`src/sv/qtpd_pkg.sv`:
```
// ============================================================================
// Quadrature tone power detector package
// Shared constants, command and status types, and the reference sine table.
// ============================================================================
`default_nettype none

package qtpd_pkg;

    localparam int SAMPLE_W     = 12;
    localparam int S_TDATA_W    = 16;
    localparam int POWER_W      = 27;
    localparam int M_TDATA_W    = 32;
    localparam int CFG_W        = 9;
    localparam int CFG_IDX_W    = 1;
    localparam int REP_W        = 3;
    localparam int REPEAT_MAX   = 4;
    localparam int PERIOD_RESET = 256;

    localparam int SINE_W       = 8;
    localparam int ADDR_W       = 8;
    localparam int TIDX_W       = 7;
    localparam int PHASE_SHIFT  = 6;
    localparam int QUAD_OFFSET  = 32;
    localparam int SCALE_SHIFT  = 6;

    localparam int MUL_W        = 14;
    localparam int PROD_W       = 2 * MUL_W;
    localparam int PART_W       = 14;
    localparam int POW_W        = 30;
    localparam int DIV_W        = 30;
    localparam int DIV_CNT_W    = $clog2(DIV_W + 1);

    typedef enum logic [CFG_IDX_W-1:0] {
        REG_PERIOD_LEN   = 1'b0,
        REG_REPEAT_COUNT = 1'b1
    } cfg_reg_t;

    typedef enum logic [1:0] {
        DIV_SRC_INDEX   = 2'd0,
        DIV_SRC_INPHASE = 2'd1,
        DIV_SRC_QUAD    = 2'd2,
        DIV_SRC_POWER   = 2'd3
    } div_src_t;

    typedef enum logic [1:0] {
        MUL_SRC_INPHASE = 2'd0,
        MUL_SRC_QUAD    = 2'd1,
        MUL_SRC_RE      = 2'd2,
        MUL_SRC_IM      = 2'd3
    } mul_src_t;

    typedef struct packed {
        logic     load_sample;
        logic     div_start;
        div_src_t div_src;
        logic     latch_t;
        logic     mul_en;
        mul_src_t mul_src;
        logic     acc_inph;
        logic     acc_quad;
        logic     step_index;
        logic     latch_re;
        logic     latch_im;
        logic     acc_power;
        logic     end_block;
        logic     load_result;
    } cmd_t;

    typedef struct packed {
        logic div_done;
        logic last_sample;
        logic last_block;
        logic out_free;
    } status_t;

    localparam logic signed [SINE_W-1:0] QUARTER_WAVE [0:32] = '{
        8'sd0,   8'sd6,   8'sd12,  8'sd19,  8'sd25,  8'sd31,  8'sd37,  8'sd43,
        8'sd49,  8'sd54,  8'sd60,  8'sd65,  8'sd71,  8'sd76,  8'sd81,  8'sd85,
        8'sd90,  8'sd94,  8'sd98,  8'sd102, 8'sd106, 8'sd109, 8'sd112, 8'sd115,
        8'sd117, 8'sd120, 8'sd122, 8'sd123, 8'sd125, 8'sd126, 8'sd126, 8'sd127,
        8'sd127
    };

    // One full sine period spans 128 table entries.
    function automatic logic signed [SINE_W-1:0] sine_at(input logic [ADDR_W-1:0] k);
        logic [ADDR_W-1:0]        m;
        logic [5:0]               q;
        logic                     neg;
        logic signed [SINE_W-1:0] v;
        m   = {1'b0, k[6:0]};
        neg = 1'b0;
        if (m <= 8'd32) begin
            q = m[5:0];
        end else if (m <= 8'd64) begin
            q = 6'(8'd64 - m);
        end else if (m <= 8'd96) begin
            q   = 6'(m - 8'd64);
            neg = 1'b1;
        end else begin
            q   = 6'(8'd128 - m);
            neg = 1'b1;
        end
        v = QUARTER_WAVE[q];
        return neg ? -v : v;
    endfunction

endpackage

`default_nettype wire

```
`src/sv/quadrature_tone_power_detector_core.sv`:
```
// ============================================================================
// Quadrature tone power detector core
// Single-bin quadrature correlator that reports averaged tone power.
// ============================================================================
//  Channel   Ports                          Contents
//  input     s_tvalid s_tready s_tdata      sample [11:0]
//  output    m_tvalid m_tready m_tdata      power [26:0]
//  config    cfg_wr_en cfg_index cfg_wr_data period_len (0), repeat_count (1)
//
//  A sample runs the 7-step index divider and then the two products through
//  one shared multiplier.
//  The sample that closes a block adds two 30-step divisions and the two
//  squares; the last block of a result adds one more 30-step division.
//  A waiting result stalls the controller only when the next one is ready.
//  Reset loads period_len 256 and repeat_count 4 and clears all sums.
// ============================================================================
`default_nettype none

module quadrature_tone_power_detector_core #(
    parameter int MAX_PERIOD   = 256,
    parameter int TABLE_POINTS = 160
) (
    input  wire logic                              clk,
    input  wire logic                              rst_n,
    input  wire logic                              s_tvalid,
    output logic                                   s_tready,
    input  wire logic [qtpd_pkg::S_TDATA_W-1:0]    s_tdata,   // [11:0] sample
    output logic                                   m_tvalid,
    input  wire logic                              m_tready,
    output logic      [qtpd_pkg::M_TDATA_W-1:0]    m_tdata,   // [26:0] power
    input  wire logic                              cfg_wr_en,
    input  wire logic [qtpd_pkg::CFG_IDX_W-1:0]    cfg_index,
    input  wire logic [qtpd_pkg::CFG_W-1:0]        cfg_wr_data
);
    import qtpd_pkg::*;

    cmd_t               cmd;
    status_t            status;
    logic [POWER_W-1:0] power;

    qtpd_ctrl u_ctrl (
        .clk      (clk),
        .rst_n    (rst_n),
        .in_valid (s_tvalid),
        .in_ready (s_tready),
        .status   (status),
        .cmd      (cmd)
    );

    qtpd_datapath #(
        .MAX_PERIOD   (MAX_PERIOD),
        .TABLE_POINTS (TABLE_POINTS)
    ) u_datapath (
        .clk         (clk),
        .rst_n       (rst_n),
        .cfg_wr_en   (cfg_wr_en),
        .cfg_index   (cfg_index),
        .cfg_wr_data (cfg_wr_data),
        .sample_in   (s_tdata[SAMPLE_W-1:0]),
        .cmd         (cmd),
        .status      (status),
        .power       (power),
        .power_valid (m_tvalid),
        .power_ready (m_tready)
    );

    assign m_tdata = {{(M_TDATA_W - POWER_W){1'b0}}, power};

endmodule

`default_nettype wire

```
`src/sv/qtpd_divider.sv`:
```
// ============================================================================
// Quadrature tone power detector divider
// Restoring unsigned divider, one quotient bit per cycle, shared by all uses.
// ============================================================================
`default_nettype none

module qtpd_divider #(
    parameter int PER_W = 9
) (
    input  wire logic                             clk,
    input  wire logic                             rst_n,
    input  wire logic                             start,
    input  wire logic [qtpd_pkg::DIV_CNT_W-1:0]   steps,
    input  wire logic [PER_W-1:0]                 rem_init,
    input  wire logic [qtpd_pkg::DIV_W-1:0]       dividend,
    input  wire logic [PER_W-1:0]                 divisor,
    output logic      [qtpd_pkg::DIV_W-1:0]       quotient,
    output logic                                  done
);
    import qtpd_pkg::*;

    logic [PER_W-1:0]     rem_reg, rem_next;
    logic [DIV_W-1:0]     quo_reg, quo_next;
    logic [PER_W-1:0]     dvs_reg;
    logic [DIV_CNT_W-1:0] cnt_reg;
    logic                 busy_reg;
    logic                 done_reg;
    logic [PER_W:0]       shifted;
    logic [PER_W:0]       diff;
    logic                 fits;

    assign shifted  = {rem_reg, quo_reg[DIV_W-1]};
    assign diff     = shifted - {1'b0, dvs_reg};
    assign fits     = shifted >= {1'b0, dvs_reg};
    assign rem_next = fits ? diff[PER_W-1:0] : shifted[PER_W-1:0];
    assign quo_next = {quo_reg[DIV_W-2:0], fits};

    always_ff @(posedge clk or negedge rst_n)
    begin
        if (!rst_n)
        begin
            rem_reg  <= '0;
            quo_reg  <= '0;
            dvs_reg  <= '0;
            cnt_reg  <= '0;
            busy_reg <= 1'b0;
            done_reg <= 1'b0;
        end
        else
        begin
            done_reg <= 1'b0;
            if (start)
            begin
                rem_reg  <= rem_init;
                quo_reg  <= dividend;
                dvs_reg  <= divisor;
                cnt_reg  <= steps;
                busy_reg <= 1'b1;
            end
            else if (busy_reg)
            begin
                rem_reg <= rem_next;
                quo_reg <= quo_next;
                cnt_reg <= cnt_reg - DIV_CNT_W'(1);
                if (cnt_reg == DIV_CNT_W'(1))
                begin
                    busy_reg <= 1'b0;
                    done_reg <= 1'b1;
                end
            end
        end
    end

    assign quotient = quo_reg;
    assign done     = done_reg;

    a_start_when_free: assert property (@(posedge clk) disable iff (!rst_n)
        start |-> !busy_reg)
        else $error("divider started while busy");

endmodule

`default_nettype wire

```
`src/sv/qtpd_datapath.sv`:
```
// ============================================================================
// Quadrature tone power detector datapath
// Configuration, correlation sums, shared multiplier, divider and result register.
// ============================================================================
`default_nettype none

module qtpd_datapath #(
    parameter int MAX_PERIOD   = 256,
    parameter int TABLE_POINTS = 160
) (
    input  wire logic                              clk,
    input  wire logic                              rst_n,
    input  wire logic                              cfg_wr_en,
    input  wire logic [qtpd_pkg::CFG_IDX_W-1:0]    cfg_index,
    input  wire logic [qtpd_pkg::CFG_W-1:0]        cfg_wr_data,
    input  wire logic [qtpd_pkg::SAMPLE_W-1:0]     sample_in,
    input  wire qtpd_pkg::cmd_t                    cmd,
    output qtpd_pkg::status_t                      status,
    output logic      [qtpd_pkg::POWER_W-1:0]      power,
    output logic                                   power_valid,
    input  wire logic                              power_ready
);
    import qtpd_pkg::*;

    localparam int IDX_W     = $clog2(2 * MAX_PERIOD);
    localparam int PER_W     = $clog2(MAX_PERIOD + 1);
    localparam int CMP_W     = PER_W + 2;
    localparam int SUM_W     = SAMPLE_W + SINE_W + IDX_W;
    localparam int MAG_W     = SUM_W - SCALE_SHIFT;
    localparam int PERIOD_RST = (PERIOD_RESET > MAX_PERIOD) ? MAX_PERIOD : PERIOD_RESET;

    logic [PER_W-1:0]           period_reg;
    logic [REP_W-1:0]           repeat_reg;
    logic signed [SAMPLE_W-1:0] sample_reg;
    logic [IDX_W-1:0]           idx_reg, idx_next;
    logic [TIDX_W-1:0]          t_reg;
    logic signed [PROD_W-1:0]   prod_reg;
    logic signed [SUM_W-1:0]    inph_reg, quad_reg;
    logic signed [PART_W-1:0]   re_reg, im_reg;
    logic [POW_W-1:0]           power_sum_reg;
    logic [REP_W-1:0]           block_reg;
    logic [POWER_W-1:0]         out_reg;
    logic                       out_valid_reg;

    logic [PER_W-1:0]           period_wr;
    logic [REP_W-1:0]           repeat_wr;
    logic [CFG_W-1:0]           period_even;
    logic                       last_sample;
    logic                       last_block;

    logic [ADDR_W-1:0]          addr_i, addr_q;
    logic signed [SINE_W-1:0]   sine_i, sine_q;
    logic signed [MUL_W-1:0]    mul_a, mul_b;
    logic [PROD_W-1:0]          prod_bits;

    logic signed [MAG_W-1:0]    inph_sc, quad_sc;
    logic [MAG_W-1:0]           inph_mag, quad_mag;
    logic signed [PART_W-1:0]   div_part;

    logic [DIV_CNT_W-1:0]       div_steps;
    logic [PER_W-1:0]           div_rem_init;
    logic [DIV_W-1:0]           div_dividend;
    logic [PER_W-1:0]           div_divisor;
    logic [DIV_W-1:0]           div_q;
    logic                       div_done;

    always_comb
    begin
        period_even = {cfg_wr_data[CFG_W-1:1], 1'b0};
        if (period_even < CFG_W'(2))
        begin
            period_even = CFG_W'(2);
        end
        if (int'(period_even) > MAX_PERIOD)
        begin
            period_wr = PER_W'(MAX_PERIOD);
        end
        else
        begin
            period_wr = PER_W'(period_even);
        end
        repeat_wr = cfg_wr_data[REP_W-1:0];
        if (repeat_wr == '0)
        begin
            repeat_wr = REP_W'(1);
        end
        else if (repeat_wr > REP_W'(REPEAT_MAX))
        begin
            repeat_wr = REP_W'(REPEAT_MAX);
        end
    end

    assign last_sample = (CMP_W'(idx_reg) + CMP_W'(1)) == CMP_W'({period_reg, 1'b0});
    assign last_block  = (block_reg + REP_W'(1)) >= repeat_reg;
    assign idx_next    = last_sample ? '0 : idx_reg + IDX_W'(1);

    assign addr_i = {1'b0, t_reg};
    assign addr_q = addr_i + ADDR_W'(QUAD_OFFSET);
    assign sine_i = (int'(addr_i) < TABLE_POINTS) ? sine_at(addr_i) : '0;
    assign sine_q = (int'(addr_q) < TABLE_POINTS) ? sine_at(addr_q) : '0;

    always_comb
    begin
        case (cmd.mul_src)
            MUL_SRC_INPHASE:
            begin
                mul_a = MUL_W'(sample_reg);
                mul_b = MUL_W'(sine_i);
            end
            MUL_SRC_QUAD:
            begin
                mul_a = MUL_W'(sample_reg);
                mul_b = MUL_W'(sine_q);
            end
            MUL_SRC_RE:
            begin
                mul_a = MUL_W'(re_reg);
                mul_b = MUL_W'(re_reg);
            end
            MUL_SRC_IM:
            begin
                mul_a = MUL_W'(im_reg);
                mul_b = MUL_W'(im_reg);
            end
            default:
            begin
                mul_a = '0;
                mul_b = '0;
            end
        endcase
    end

    assign prod_bits = prod_reg;

    // Floor shift by the scale, then divide the magnitude and restore the sign.
    assign inph_sc  = inph_reg[SUM_W-1:SCALE_SHIFT];
    assign quad_sc  = quad_reg[SUM_W-1:SCALE_SHIFT];
    assign inph_mag = inph_sc[MAG_W-1] ? -inph_sc : inph_sc;
    assign quad_mag = quad_sc[MAG_W-1] ? -quad_sc : quad_sc;
    assign div_part = div_q[PART_W-1:0];

    always_comb
    begin
        div_steps    = DIV_CNT_W'(DIV_W);
        div_rem_init = '0;
        div_divisor  = period_reg;
        div_dividend = '0;
        case (cmd.div_src)
            DIV_SRC_INDEX:
            begin
                div_steps    = DIV_CNT_W'(TIDX_W);
                div_rem_init = PER_W'(idx_reg >> 1);
                div_dividend = {idx_reg[0], {PHASE_SHIFT{1'b0}}, {(DIV_W - TIDX_W){1'b0}}};
            end
            DIV_SRC_INPHASE:
            begin
                div_dividend = DIV_W'(inph_mag);
            end
            DIV_SRC_QUAD:
            begin
                div_dividend = DIV_W'(quad_mag);
            end
            DIV_SRC_POWER:
            begin
                div_divisor  = PER_W'(repeat_reg);
                div_dividend = DIV_W'(power_sum_reg);
            end
            default:
            begin
                div_dividend = '0;
            end
        endcase
    end

    qtpd_divider #(
        .PER_W(PER_W)
    ) u_divider (
        .clk      (clk),
        .rst_n    (rst_n),
        .start    (cmd.div_start),
        .steps    (div_steps),
        .rem_init (div_rem_init),
        .dividend (div_dividend),
        .divisor  (div_divisor),
        .quotient (div_q),
        .done     (div_done)
    );

    always_ff @(posedge clk or negedge rst_n)
    begin
        if (!rst_n)
        begin
            period_reg    <= PER_W'(PERIOD_RST);
            repeat_reg    <= REP_W'(REPEAT_MAX);
            idx_reg       <= '0;
            inph_reg      <= '0;
            quad_reg      <= '0;
            power_sum_reg <= '0;
            block_reg     <= '0;
            out_valid_reg <= 1'b0;
        end
        else
        begin
            if (cfg_wr_en)
            begin
                if (cfg_index == REG_PERIOD_LEN)
                begin
                    period_reg <= period_wr;
                end
                else
                begin
                    repeat_reg <= repeat_wr;
                end
                idx_reg       <= '0;
                inph_reg      <= '0;
                quad_reg      <= '0;
                power_sum_reg <= '0;
                block_reg     <= '0;
            end
            else
            begin
                if (cmd.acc_inph)
                begin
                    inph_reg <= inph_reg + SUM_W'(prod_reg);
                end
                if (cmd.acc_quad)
                begin
                    quad_reg <= quad_reg + SUM_W'(prod_reg);
                end
                if (cmd.step_index)
                begin
                    idx_reg <= idx_next;
                end
                if (cmd.acc_power)
                begin
                    power_sum_reg <= power_sum_reg + POW_W'(prod_bits);
                end
                if (cmd.end_block)
                begin
                    idx_reg   <= '0;
                    inph_reg  <= '0;
                    quad_reg  <= '0;
                    block_reg <= last_block ? '0 : block_reg + REP_W'(1);
                end
                if (cmd.load_result)
                begin
                    power_sum_reg <= '0;
                end
            end
            if (cmd.load_result)
            begin
                out_valid_reg <= 1'b1;
            end
            else if (power_ready)
            begin
                out_valid_reg <= 1'b0;
            end
        end
    end

    always_ff @(posedge clk)
    begin
        if (cmd.load_sample)
        begin
            sample_reg <= sample_in;
        end
        if (cmd.latch_t)
        begin
            t_reg <= div_q[TIDX_W-1:0];
        end
        if (cmd.mul_en)
        begin
            prod_reg <= mul_a * mul_b;
        end
        if (cmd.latch_re)
        begin
            re_reg <= inph_sc[MAG_W-1] ? -div_part : div_part;
        end
        if (cmd.latch_im)
        begin
            im_reg <= quad_sc[MAG_W-1] ? -div_part : div_part;
        end
        if (cmd.load_result)
        begin
            out_reg <= div_q[POWER_W-1:0];
        end
    end

    assign status.div_done    = div_done;
    assign status.last_sample = last_sample;
    assign status.last_block  = last_block;
    assign status.out_free    = !out_valid_reg || power_ready;

    assign power       = out_reg;
    assign power_valid = out_valid_reg;

    a_block_clears: assert property (@(posedge clk) disable iff (!rst_n)
        cmd.end_block |=> (idx_reg == '0) && (inph_reg == '0) && (quad_reg == '0))
        else $error("block end did not clear the correlation state");

    a_part_on_done: assert property (@(posedge clk) disable iff (!rst_n)
        (cmd.latch_re || cmd.latch_im || cmd.latch_t) |-> div_done)
        else $error("quotient taken before the divider finished");

endmodule

`default_nettype wire

```
`src/sv/qtpd_ctrl.sv`:
```
// ============================================================================
// Quadrature tone power detector controller
// Sequences the datapath through sample, block-end and result phases.
// ============================================================================
`default_nettype none

module qtpd_ctrl (
    input  wire logic               clk,
    input  wire logic               rst_n,
    input  wire logic               in_valid,
    output logic                    in_ready,
    input  wire qtpd_pkg::status_t  status,
    output qtpd_pkg::cmd_t          cmd
);
    import qtpd_pkg::*;

    typedef enum logic [12:0] {
        ST_IDLE      = 13'b0000000000001,
        ST_DIV_IDX   = 13'b0000000000010,
        ST_MUL_I     = 13'b0000000000100,
        ST_MUL_Q     = 13'b0000000001000,
        ST_ACC_Q     = 13'b0000000010000,
        ST_DIV_RE    = 13'b0000000100000,
        ST_DIV_IM    = 13'b0000001000000,
        ST_SQ_RE     = 13'b0000010000000,
        ST_SQ_IM     = 13'b0000100000000,
        ST_ADD_IM    = 13'b0001000000000,
        ST_POW_START = 13'b0010000000000,
        ST_DIV_POW   = 13'b0100000000000,
        ST_EMIT      = 13'b1000000000000
    } state_t;

    state_t state_reg, state_next;

    always_comb
    begin
        state_next = state_reg;
        cmd        = '0;
        in_ready   = 1'b0;
        case (state_reg)
            ST_IDLE:
            begin
                in_ready = 1'b1;
                if (in_valid)
                begin
                    cmd.load_sample = 1'b1;
                    cmd.div_start   = 1'b1;
                    cmd.div_src     = DIV_SRC_INDEX;
                    state_next      = ST_DIV_IDX;
                end
            end
            ST_DIV_IDX:
            begin
                if (status.div_done)
                begin
                    cmd.latch_t = 1'b1;
                    state_next  = ST_MUL_I;
                end
            end
            ST_MUL_I:
            begin
                cmd.mul_en  = 1'b1;
                cmd.mul_src = MUL_SRC_INPHASE;
                state_next  = ST_MUL_Q;
            end
            ST_MUL_Q:
            begin
                cmd.mul_en   = 1'b1;
                cmd.mul_src  = MUL_SRC_QUAD;
                cmd.acc_inph = 1'b1;
                state_next   = ST_ACC_Q;
            end
            ST_ACC_Q:
            begin
                cmd.acc_quad   = 1'b1;
                cmd.step_index = 1'b1;
                if (status.last_sample)
                begin
                    cmd.div_start = 1'b1;
                    cmd.div_src   = DIV_SRC_INPHASE;
                    state_next    = ST_DIV_RE;
                end
                else
                begin
                    state_next = ST_IDLE;
                end
            end
            ST_DIV_RE:
            begin
                if (status.div_done)
                begin
                    cmd.latch_re  = 1'b1;
                    cmd.div_start = 1'b1;
                    cmd.div_src   = DIV_SRC_QUAD;
                    state_next    = ST_DIV_IM;
                end
            end
            ST_DIV_IM:
            begin
                if (status.div_done)
                begin
                    cmd.latch_im = 1'b1;
                    state_next   = ST_SQ_RE;
                end
            end
            ST_SQ_RE:
            begin
                cmd.mul_en  = 1'b1;
                cmd.mul_src = MUL_SRC_RE;
                state_next  = ST_SQ_IM;
            end
            ST_SQ_IM:
            begin
                cmd.mul_en    = 1'b1;
                cmd.mul_src   = MUL_SRC_IM;
                cmd.acc_power = 1'b1;
                state_next    = ST_ADD_IM;
            end
            ST_ADD_IM:
            begin
                cmd.acc_power = 1'b1;
                cmd.end_block = 1'b1;
                state_next    = status.last_block ? ST_POW_START : ST_IDLE;
            end
            ST_POW_START:
            begin
                cmd.div_start = 1'b1;
                cmd.div_src   = DIV_SRC_POWER;
                state_next    = ST_DIV_POW;
            end
            ST_DIV_POW:
            begin
                if (status.div_done)
                begin
                    state_next = ST_EMIT;
                end
            end
            ST_EMIT:
            begin
                if (status.out_free)
                begin
                    cmd.load_result = 1'b1;
                    state_next      = ST_IDLE;
                end
            end
            default:
            begin
                state_next = ST_IDLE;
            end
        endcase
    end

    always_ff @(posedge clk or negedge rst_n)
    begin
        if (!rst_n)
        begin
            state_reg <= ST_IDLE;
        end
        else
        begin
            state_reg <= state_next;
        end
    end

    a_done_in_wait: assert property (@(posedge clk) disable iff (!rst_n)
        status.div_done |-> (state_reg == ST_DIV_IDX || state_reg == ST_DIV_RE ||
                             state_reg == ST_DIV_IM || state_reg == ST_DIV_POW))
        else $error("divider finished outside a wait state");

    a_result_has_room: assert property (@(posedge clk) disable iff (!rst_n)
        cmd.load_result |-> status.out_free)
        else $error("result loaded over an untaken result");

endmodule

`default_nettype wire
```
`config.mk`:
```
export PLATFORM = sky130hd
export DESIGN_NAME = quadrature_tone_power_detector_core
export DESIGN_NICKNAME = d
export VERILOG_FILES = /design/src/sv/qtpd_pkg.sv /design/src/sv/quadrature_tone_power_detector_core.sv /design/src/sv/qtpd_divider.sv /design/src/sv/qtpd_datapath.sv /design/src/sv/qtpd_ctrl.sv
export SDC_FILE = /design/constraint.sdc
export NUM_CORES = 1
export LEC_CHECK = 0
export BUFFER_PORTS_ARGS = -buffer_cell sky130_fd_sc_hd__buf_4
export CORE_MARGIN = 2
export CORE_UTILIZATION = 50
export DETAILED_ROUTE_END_ITERATION = 7
export PLACE_DENSITY = 0.65
export SYNTH_ARGS = -nofsm -noshare
export SYNTH_HDL_FRONTEND = slang
export SYNTH_SLANG_ARGS = --single-unit
```
`constraint.sdc`:
```
create_clock -name clk -period 15.71 [get_ports clk]
set_input_delay 0.7855 -clock clk [delete_from_list [all_inputs] [get_ports clk]]
set_output_delay 0.7855 -clock clk [all_outputs]
set_load 0.02 [all_outputs]
```
# After elaboration in Yosys (flattened, before gate mapping)
# Memories as Yosys holds them, arrays and structs flattened.
# Cells that the tools add are included.
[classes]
mul = 1
muxes = 89
shifts = 0
addsub = 20
magnitude_cmp = 15
reduce_logical = 17
eq_ne = 27
bitwise = 3
div_mod_pow = 0
[ops]
columns = ["operator", "n"]
rows = [
  ["two-way mux 29 bit", 6],
  ["one-hot mux 13 bit (13 select lines)", 1],
  ["two-way mux 30 bit", 5],
  ["one-hot mux 30 bit (4 select lines)", 1],
  ["two-way mux 9 bit", 10],
  ["two-way mux 13 bit", 6],
  ["two-way mux 8 bit", 9],
  ["adder 29 x 28 -> 29 bit", 2],
  ["one-hot mux 14 bit (4 select lines)", 1],
  ["two-way mux 23 bit", 2],
  ["negator 23 bit", 2],
  ["two-way mux 6 bit", 7],
  ["one-hot mux 14 bit (3 select lines)", 1],
  ["adder 30 x 28 -> 30 bit", 1],
  ["less-or-equal comparator 7 bit, second input constant", 4],
  ["multiplier 14 x 14 -> 28 bit", 1],
  ["two-way mux 14 bit", 2],
  ["one-hot mux 3 bit (4 select lines)", 2],
  ["subtractor 1 x 6 -> 6 bit, first input constant", 4],
  ["two-way mux 1 bit", 23],
  ["two-way mux 3 bit", 7],
  ["negator 8 bit", 2],
  ["two-way mux 5 bit", 3],
  ["greater-or-equal comparator 7 bit, second input constant", 2],
  ["other kinds (49)", 68],
]
[totals]
output_inout_bits = 34
latchBits = 0
mem_count = 2
mem_bits_rw = 0
elab_cells = 195
romBits = 1024
regBits = 283
[mem_list]
columns = ["name", "words", "word_bits", "rd", "rd_ports_with_merged_regs", "wr", "line", "text"]
rows = [
  ["(name not given)", 64, 8, 1, 0, 0, "qtpd_pkg.sv:103", "v = QUARTER_WAVE[q];"],
  ["(name not given)", 64, 8, 1, 0, 0, "qtpd_pkg.sv:103", ""],
]

# Longest topological paths before layout
[depth]
ltp_word = 14
depth_mapped = 44
mapped_depth_nobuf = 41

# Modules after synthesis
# A second synthesis with hierarchy kept.
[hier_totals]
hier_cells = 3128
area_unflattened_um2 = 28143.2
[modules_own_cells]
columns = ["mod", "instances", "area_each_um2", "cells_each"]
rows = [
  ["qtpd_datapath", 1, 24130.6, 2712],
  ["qtpd_divider", 1, 3041.7, 305],
  ["qtpd_ctrl", 1, 929.6, 105],
  ["quadrature_tone_power_detector_core", 1, 41.3, 6],
]

# Worst setup path after synthesis
# Ideal clock, no wire load.
[synth_timing]
kind = "register -> register"
startpoint = "register u_datapath.t_reg[0]"
endpoint = "register u_datapath.prod_reg[26] (netlist: u_datapath.prod_bits[26]) (data pin)"
stages_incl_launch_ff = 42
setup_ns = 0.258
t_arrival_ns = 10.829
path_buffers = 2
slack_ns = 4.624
t_required_ns = 15.452
cell_sequence = "edfxtp_1 -> clkbuf_1 -> inv_1 -> ha_1 -> nor4b_4 -> mux2i_1 -> nand2_1 -> o21ai_0 -> inv_1 -> ha_1 -> mux2_2 -> o211ai_1 -> nand4_1 -> inv_1 -> ha_1 -> inv_1 -> o31a_1 -> mux2i_1 -> [6 not listed] -> inv_1 -> fa_1 -> fa_1 -> fa_1 -> inv_1 -> fa_1 -> inv_1 -> ha_1 -> a2111oi_0 -> o21ai_0 -> o21ai_0 -> a31oi_1 -> a41o_1 -> a41o_1 -> o41ai_1 -> o2111ai_1 -> a21oi_1 -> xnor2_1"
[synth_between]
elab_chain_cells = 14
word_cells_on_any_way = 41
classes_between = "add/sub: 9; mul: 1; order compare: 8; mux: 19; bitwise: 2; memory: 2"
[synth_rtl]
columns = ["element", "line", "text"]
rows = [
  ["start: declaration", "qtpd_datapath.sv:36", "logic [TIDX_W-1:0] t_reg;"],
  ["start signal: assignment", "qtpd_datapath.sv:269", "t_reg <= div_q[TIDX_W-1:0];"],
  ["adder 7 x 6 -> 8 bit", "qtpd_datapath.sv:98", "assign addr_q = addr_i + ADDR_W'(QUAD_OFFSET);"],
  ["subtractor 1 x 6 -> 6 bit (tied with other cells)", "qtpd_pkg.sv:95, qtpd_pkg.sv:100", ""],
  ["two-way mux 6 bit", "qtpd_pkg.sv:96", "end else if (m <= 8'd96) begin"],
  ["two-way mux 6 bit", "qtpd_pkg.sv:94", "end else if (m <= 8'd64) begin"],
  ["two-way mux 6 bit", "qtpd_pkg.sv:92", "if (m <= 8'd32) begin"],
  ["NOT 6 -> 7 bit (implied by the code)", "qtpd_pkg.sv:103", ""],
  ["memory read (64 x 8 bit)", "--", ""],
  ["two-way mux 8 bit (implied by the code) (2 in series)", "qtpd_pkg.sv:103", ""],
  ["negator 8 bit", "qtpd_pkg.sv:104", "return neg ? -v : v;"],
  ["two-way mux 8 bit", "qtpd_pkg.sv:104", ""],
  ["two-way mux 8 bit", "qtpd_datapath.sv:100", "assign sine_q = (int'(addr_q) < TABLE_POINTS) ? sine_at(addr_q) : '0;"],
  ["one-hot mux 14 bit (4 select lines) (*)", "qtpd_datapath.sv:104", "case (cmd.mul_src)"],
  ["multiplier 14 x 14 -> 28 bit (*)", "qtpd_datapath.sv:273", "prod_reg <= mul_a * mul_b;"],
  ["end signal: assignment", "qtpd_datapath.sv:273", ""],
  ["end: declaration", "qtpd_datapath.sv:37", "logic signed [PROD_W-1:0] prod_reg;"],
]
# Mark *: on every way between the ends. The rest lies on a longest branch, timed or not. The select of a mux whose other input is x is not followed.
# A chain may end at the register's enable or synchronous reset.

# Final worst setup path
# Ends and elaborated chain as after synthesis.

==> results.cfg <==
[flow_run]
cap_violations = 0

[outcome]
outcome = finished clean

[timing]
slew_viol_final = 0
setup_viol = 0
max_freq_mhz = 77.9
rsz0062_at_grt = no
finalHoldViolations = 0
worstMarginPinSlew_ns = 1.31
fin_tns_setup_ns = 0
finalCritPeriodShare_pct = 81.7
slew_headroom_pct = 12.7
clock_skew_ns = 0.0261
min_period_ns = 12.84

[logic_synthesis]
synth_top_family_by_area = adder cells
yosysSeqAreaShare_pct = 27.8
yosys.area.top_type = dfrtp_1
synthXorXnorAreaFrac_pct = 6.21
synth.top_cell.area_share_pct = 16.3
yosys_warnings = 0
synth.distinct_cells = 95
synth.most_common_cell = nand2_1
ys.flop_type = dfrtp_1
yosys-top-cells-count = nand2_1, inv_1, a21oi_1, nor2_1, fa_1
synthTopCellsByArea = dfrtp_1, fa_1, edfxtp_1
synth_simple_gate_area_share_pct = 17.0
muxShareOfSynthArea_pct = 1.13
avgSynthCellArea_um2 = 8.88
synth-edff-count = 102
synth_adder_area_share_pct = 23.7
syn_area_mm2 = 0.0272
synth_compound_area_share_pct = 17.6
async_flop_share_pct = 63.8
ys_ff_latch = 282
synth_cells = 3061

[clock_network]
clock_sinks = 282
root_buffer = clkbuf_16
clock_latency_ns = 0.56
htreeDepth = 2
cts_tree = yes
cts_resized = 0
clk_pin_slew_worst_paths_ns = 0.06
cts_inserted_buffers = 35
postCtsSetupRepairBufs = 0
ctsHoldBuffers = 0
clock_path_buffers = 3

[setup_path]
crit_arrival_ns = 13.13
worst_path_max_delay_cell = o21ai_0
cp-start-kind = flop
critPathMaxStageDelay_ns = 0.76
required_ns = 16.00
crit_type = flop to flop
worstSetupEndpointType = flop
cp_max_fo = 18
cp_common_cell = fa_1

[global_route]
grt_pass1_vias = 22100
grt_max_degree = 113
grt_use_met2_pct = 43.1
use_met1_pct = 38.7
overflow = 0
grt_use_met3_pct = 3.40
top_usage_layer = met2
track_usage_pct = 27.2
grt_pass1_wl_mm = 121
grt_antenna_before_repair = 0

[placed_design]
placed_cells = 3735
dp_hpwl_mm = 57.7
place_congestion = 0.927
io_buffers = 55

[power]
power_frac_clock_pct = 11.2
swShare_pct = 47.0
seqPwrFrac_pct = 16.2
p_comb_share_pct = 72.6
p_switching_uw = 3670
p_int_uw = 4140
leakagePower_uw = 0.0135
power_density_mw_per_mm2 = 264
irDropWorstVdd_v = 0.000445

[floorplanning]
die_width_um = 237
dieArea_mm2 = 0.0563
start_util_pct = 50.5
io_pins = 65
fp.dieH_um = 237
coreArea_mm2 = 0.0538
num_rows = 85

[drt]
routed_wl_mm = 75.6
drc = 0
drt_iter0_drc = 1944
routedWlPerCell_um = 19.9
ant_nets = 0
vias = 22800
viasPerCell = 5.99
drt-pass1-iter-count = 5

[final_layout]
num_antenna_cells = 0
layout.cells.non_filler = 3799
drive_above_1_share_pct = 6.96
area_growth_pct = 8.69
layout.nets = 3503

[hold_path]
hold_path.class = primary input to asynchronous set/reset pin
[worst max-delay path: cells and delay by family (launching register included)]
family / cells / cell delay [ns]
mux: 2 / 0.79
compound gates: 12 / 3.53
xor+xnor: 1 / 0.08
buf+inv: 6 / 1.10
fa+ha+maj: 9 / 4.11
flops: 1 / 0.37
simple gates: 7 / 2.59
[final timing paths]
path,start,end,slack (ns),cells past startpoint
setup / recovery,u_datapath.t_reg[0],u_datapath.prod_bits[26],2.87,37
hold / removal,rst_n,u_datapath.inph_reg[17],0.32,1
setup reg to reg,u_datapath.t_reg[0],u_datapath.prod_bits[26],2.87,37
hold reg to reg,u_datapath.u_divider.quotient[18],u_datapath.power[18],0.47,0
max in group asynchronous,rst_n,u_datapath.u_divider.cnt_reg[1],13.88,2
min in group clk,s_tdata[2],u_datapath.sample_reg[2],0.40,1
[logic make-up (layout without fill, tap and decap cells)]
family,Yosys count,after routing
mux,30,30
buf+inv,445,483
fa+ha+maj,396,396
compound gates,737,737
other cells,1,5
xor+xnor,192,192
flops,282,282
simple gates,978,978
[power groups by stage]
stage	combinational, µW	sequential [µW]	clock, µW
2_1_floorplan	4430	1220	0
3_3_place_gp	5570	1270	0
3_5_place_dp	5670	1270	0
4_1_cts	5730	1260	894
5_1_grt	6500	1270	924
6_report	5670	1260	876
[cells in the final DEF, fill, tap and decap left out, types with 12 or more instances in the layout]
| master | synthesis | layout |
|---|---|---|
| fa_1 | 200 | 200 |
| a21o_1 | 58 | 58 |
| nor2_1 | 252 | 252 |
| o211ai_1 | 15 | 15 |
| a21oi_1 | 252 | 251 |
| a222oi_1 | 22 | 22 |
| nand3_1 | 74 | 74 |
| nor2b_1 | 24 | 24 |
| a31oi_1 | 17 | 17 |
| o31ai_1 | 31 | 30 |
| nor3_1 | 68 | 67 |
| or3_1 | 36 | 36 |
| nor4_1 | 16 | 16 |
| and3_1 | 31 | 31 |
| nand2_1 | 330 | 330 |
| xnor2_1 | 151 | 151 |
| clkbuf_16 | 0 | 35 |
| xor2_1 | 40 | 40 |
| o21a_1 | 19 | 19 |
| buf_4 | 8 | 95 |
| a22o_1 | 16 | 16 |
| nand4_1 | 20 | 20 |
| or2_2 | 19 | 19 |
| dfrtp_1 | 177 | 177 |
| inv_1 | 320 | 320 |
| a211oi_1 | 28 | 28 |
| ha_1 | 196 | 196 |
| mux2i_1 | 25 | 25 |
| nand2b_1 | 33 | 33 |
| nor3b_1 | 20 | 15 |
| and2_1 | 12 | 12 |
| o21ai_0 | 150 | 150 |
| edfxtp_1 | 102 | 102 |
[cell type report]
cell class / count / area (µm²)
clock buffer: 44 / 940
fill: 4832 / 24300
timing repair buffer: 96 / 727
tap: 696 / 871
multi-input combinational: 2338 / 17900
sequential: 282 / 7570
inverter: 323 / 1210
clock inverter: 20 / 298
[layer usage]
metal / part of all wire (%) / vias up
li1: - / 10600
met2: 46 / 780
met4: 3.3 / 0
met5: 0 / -
met3: 6.7 / 141
met1: 44 / 11200
[metrics by stage]
stage	util (%)	hold WS [ns]	power, µW	instance area, µm²	worst slack, ns
floorplan	-	0.442	5650	27200	4.62
global route	54.9	0.388	8690	29600	2.25
global placement	52.6	0.463	6840	28300	3.23
finish	54.9	0.315	7810	29600	2.87
CTS	54.9	0.384	7880	29600	3.09
detailed placement	52.6	0.465	6950	28300	3.16
No activity file was read; power rests on OpenSTA's default activity.
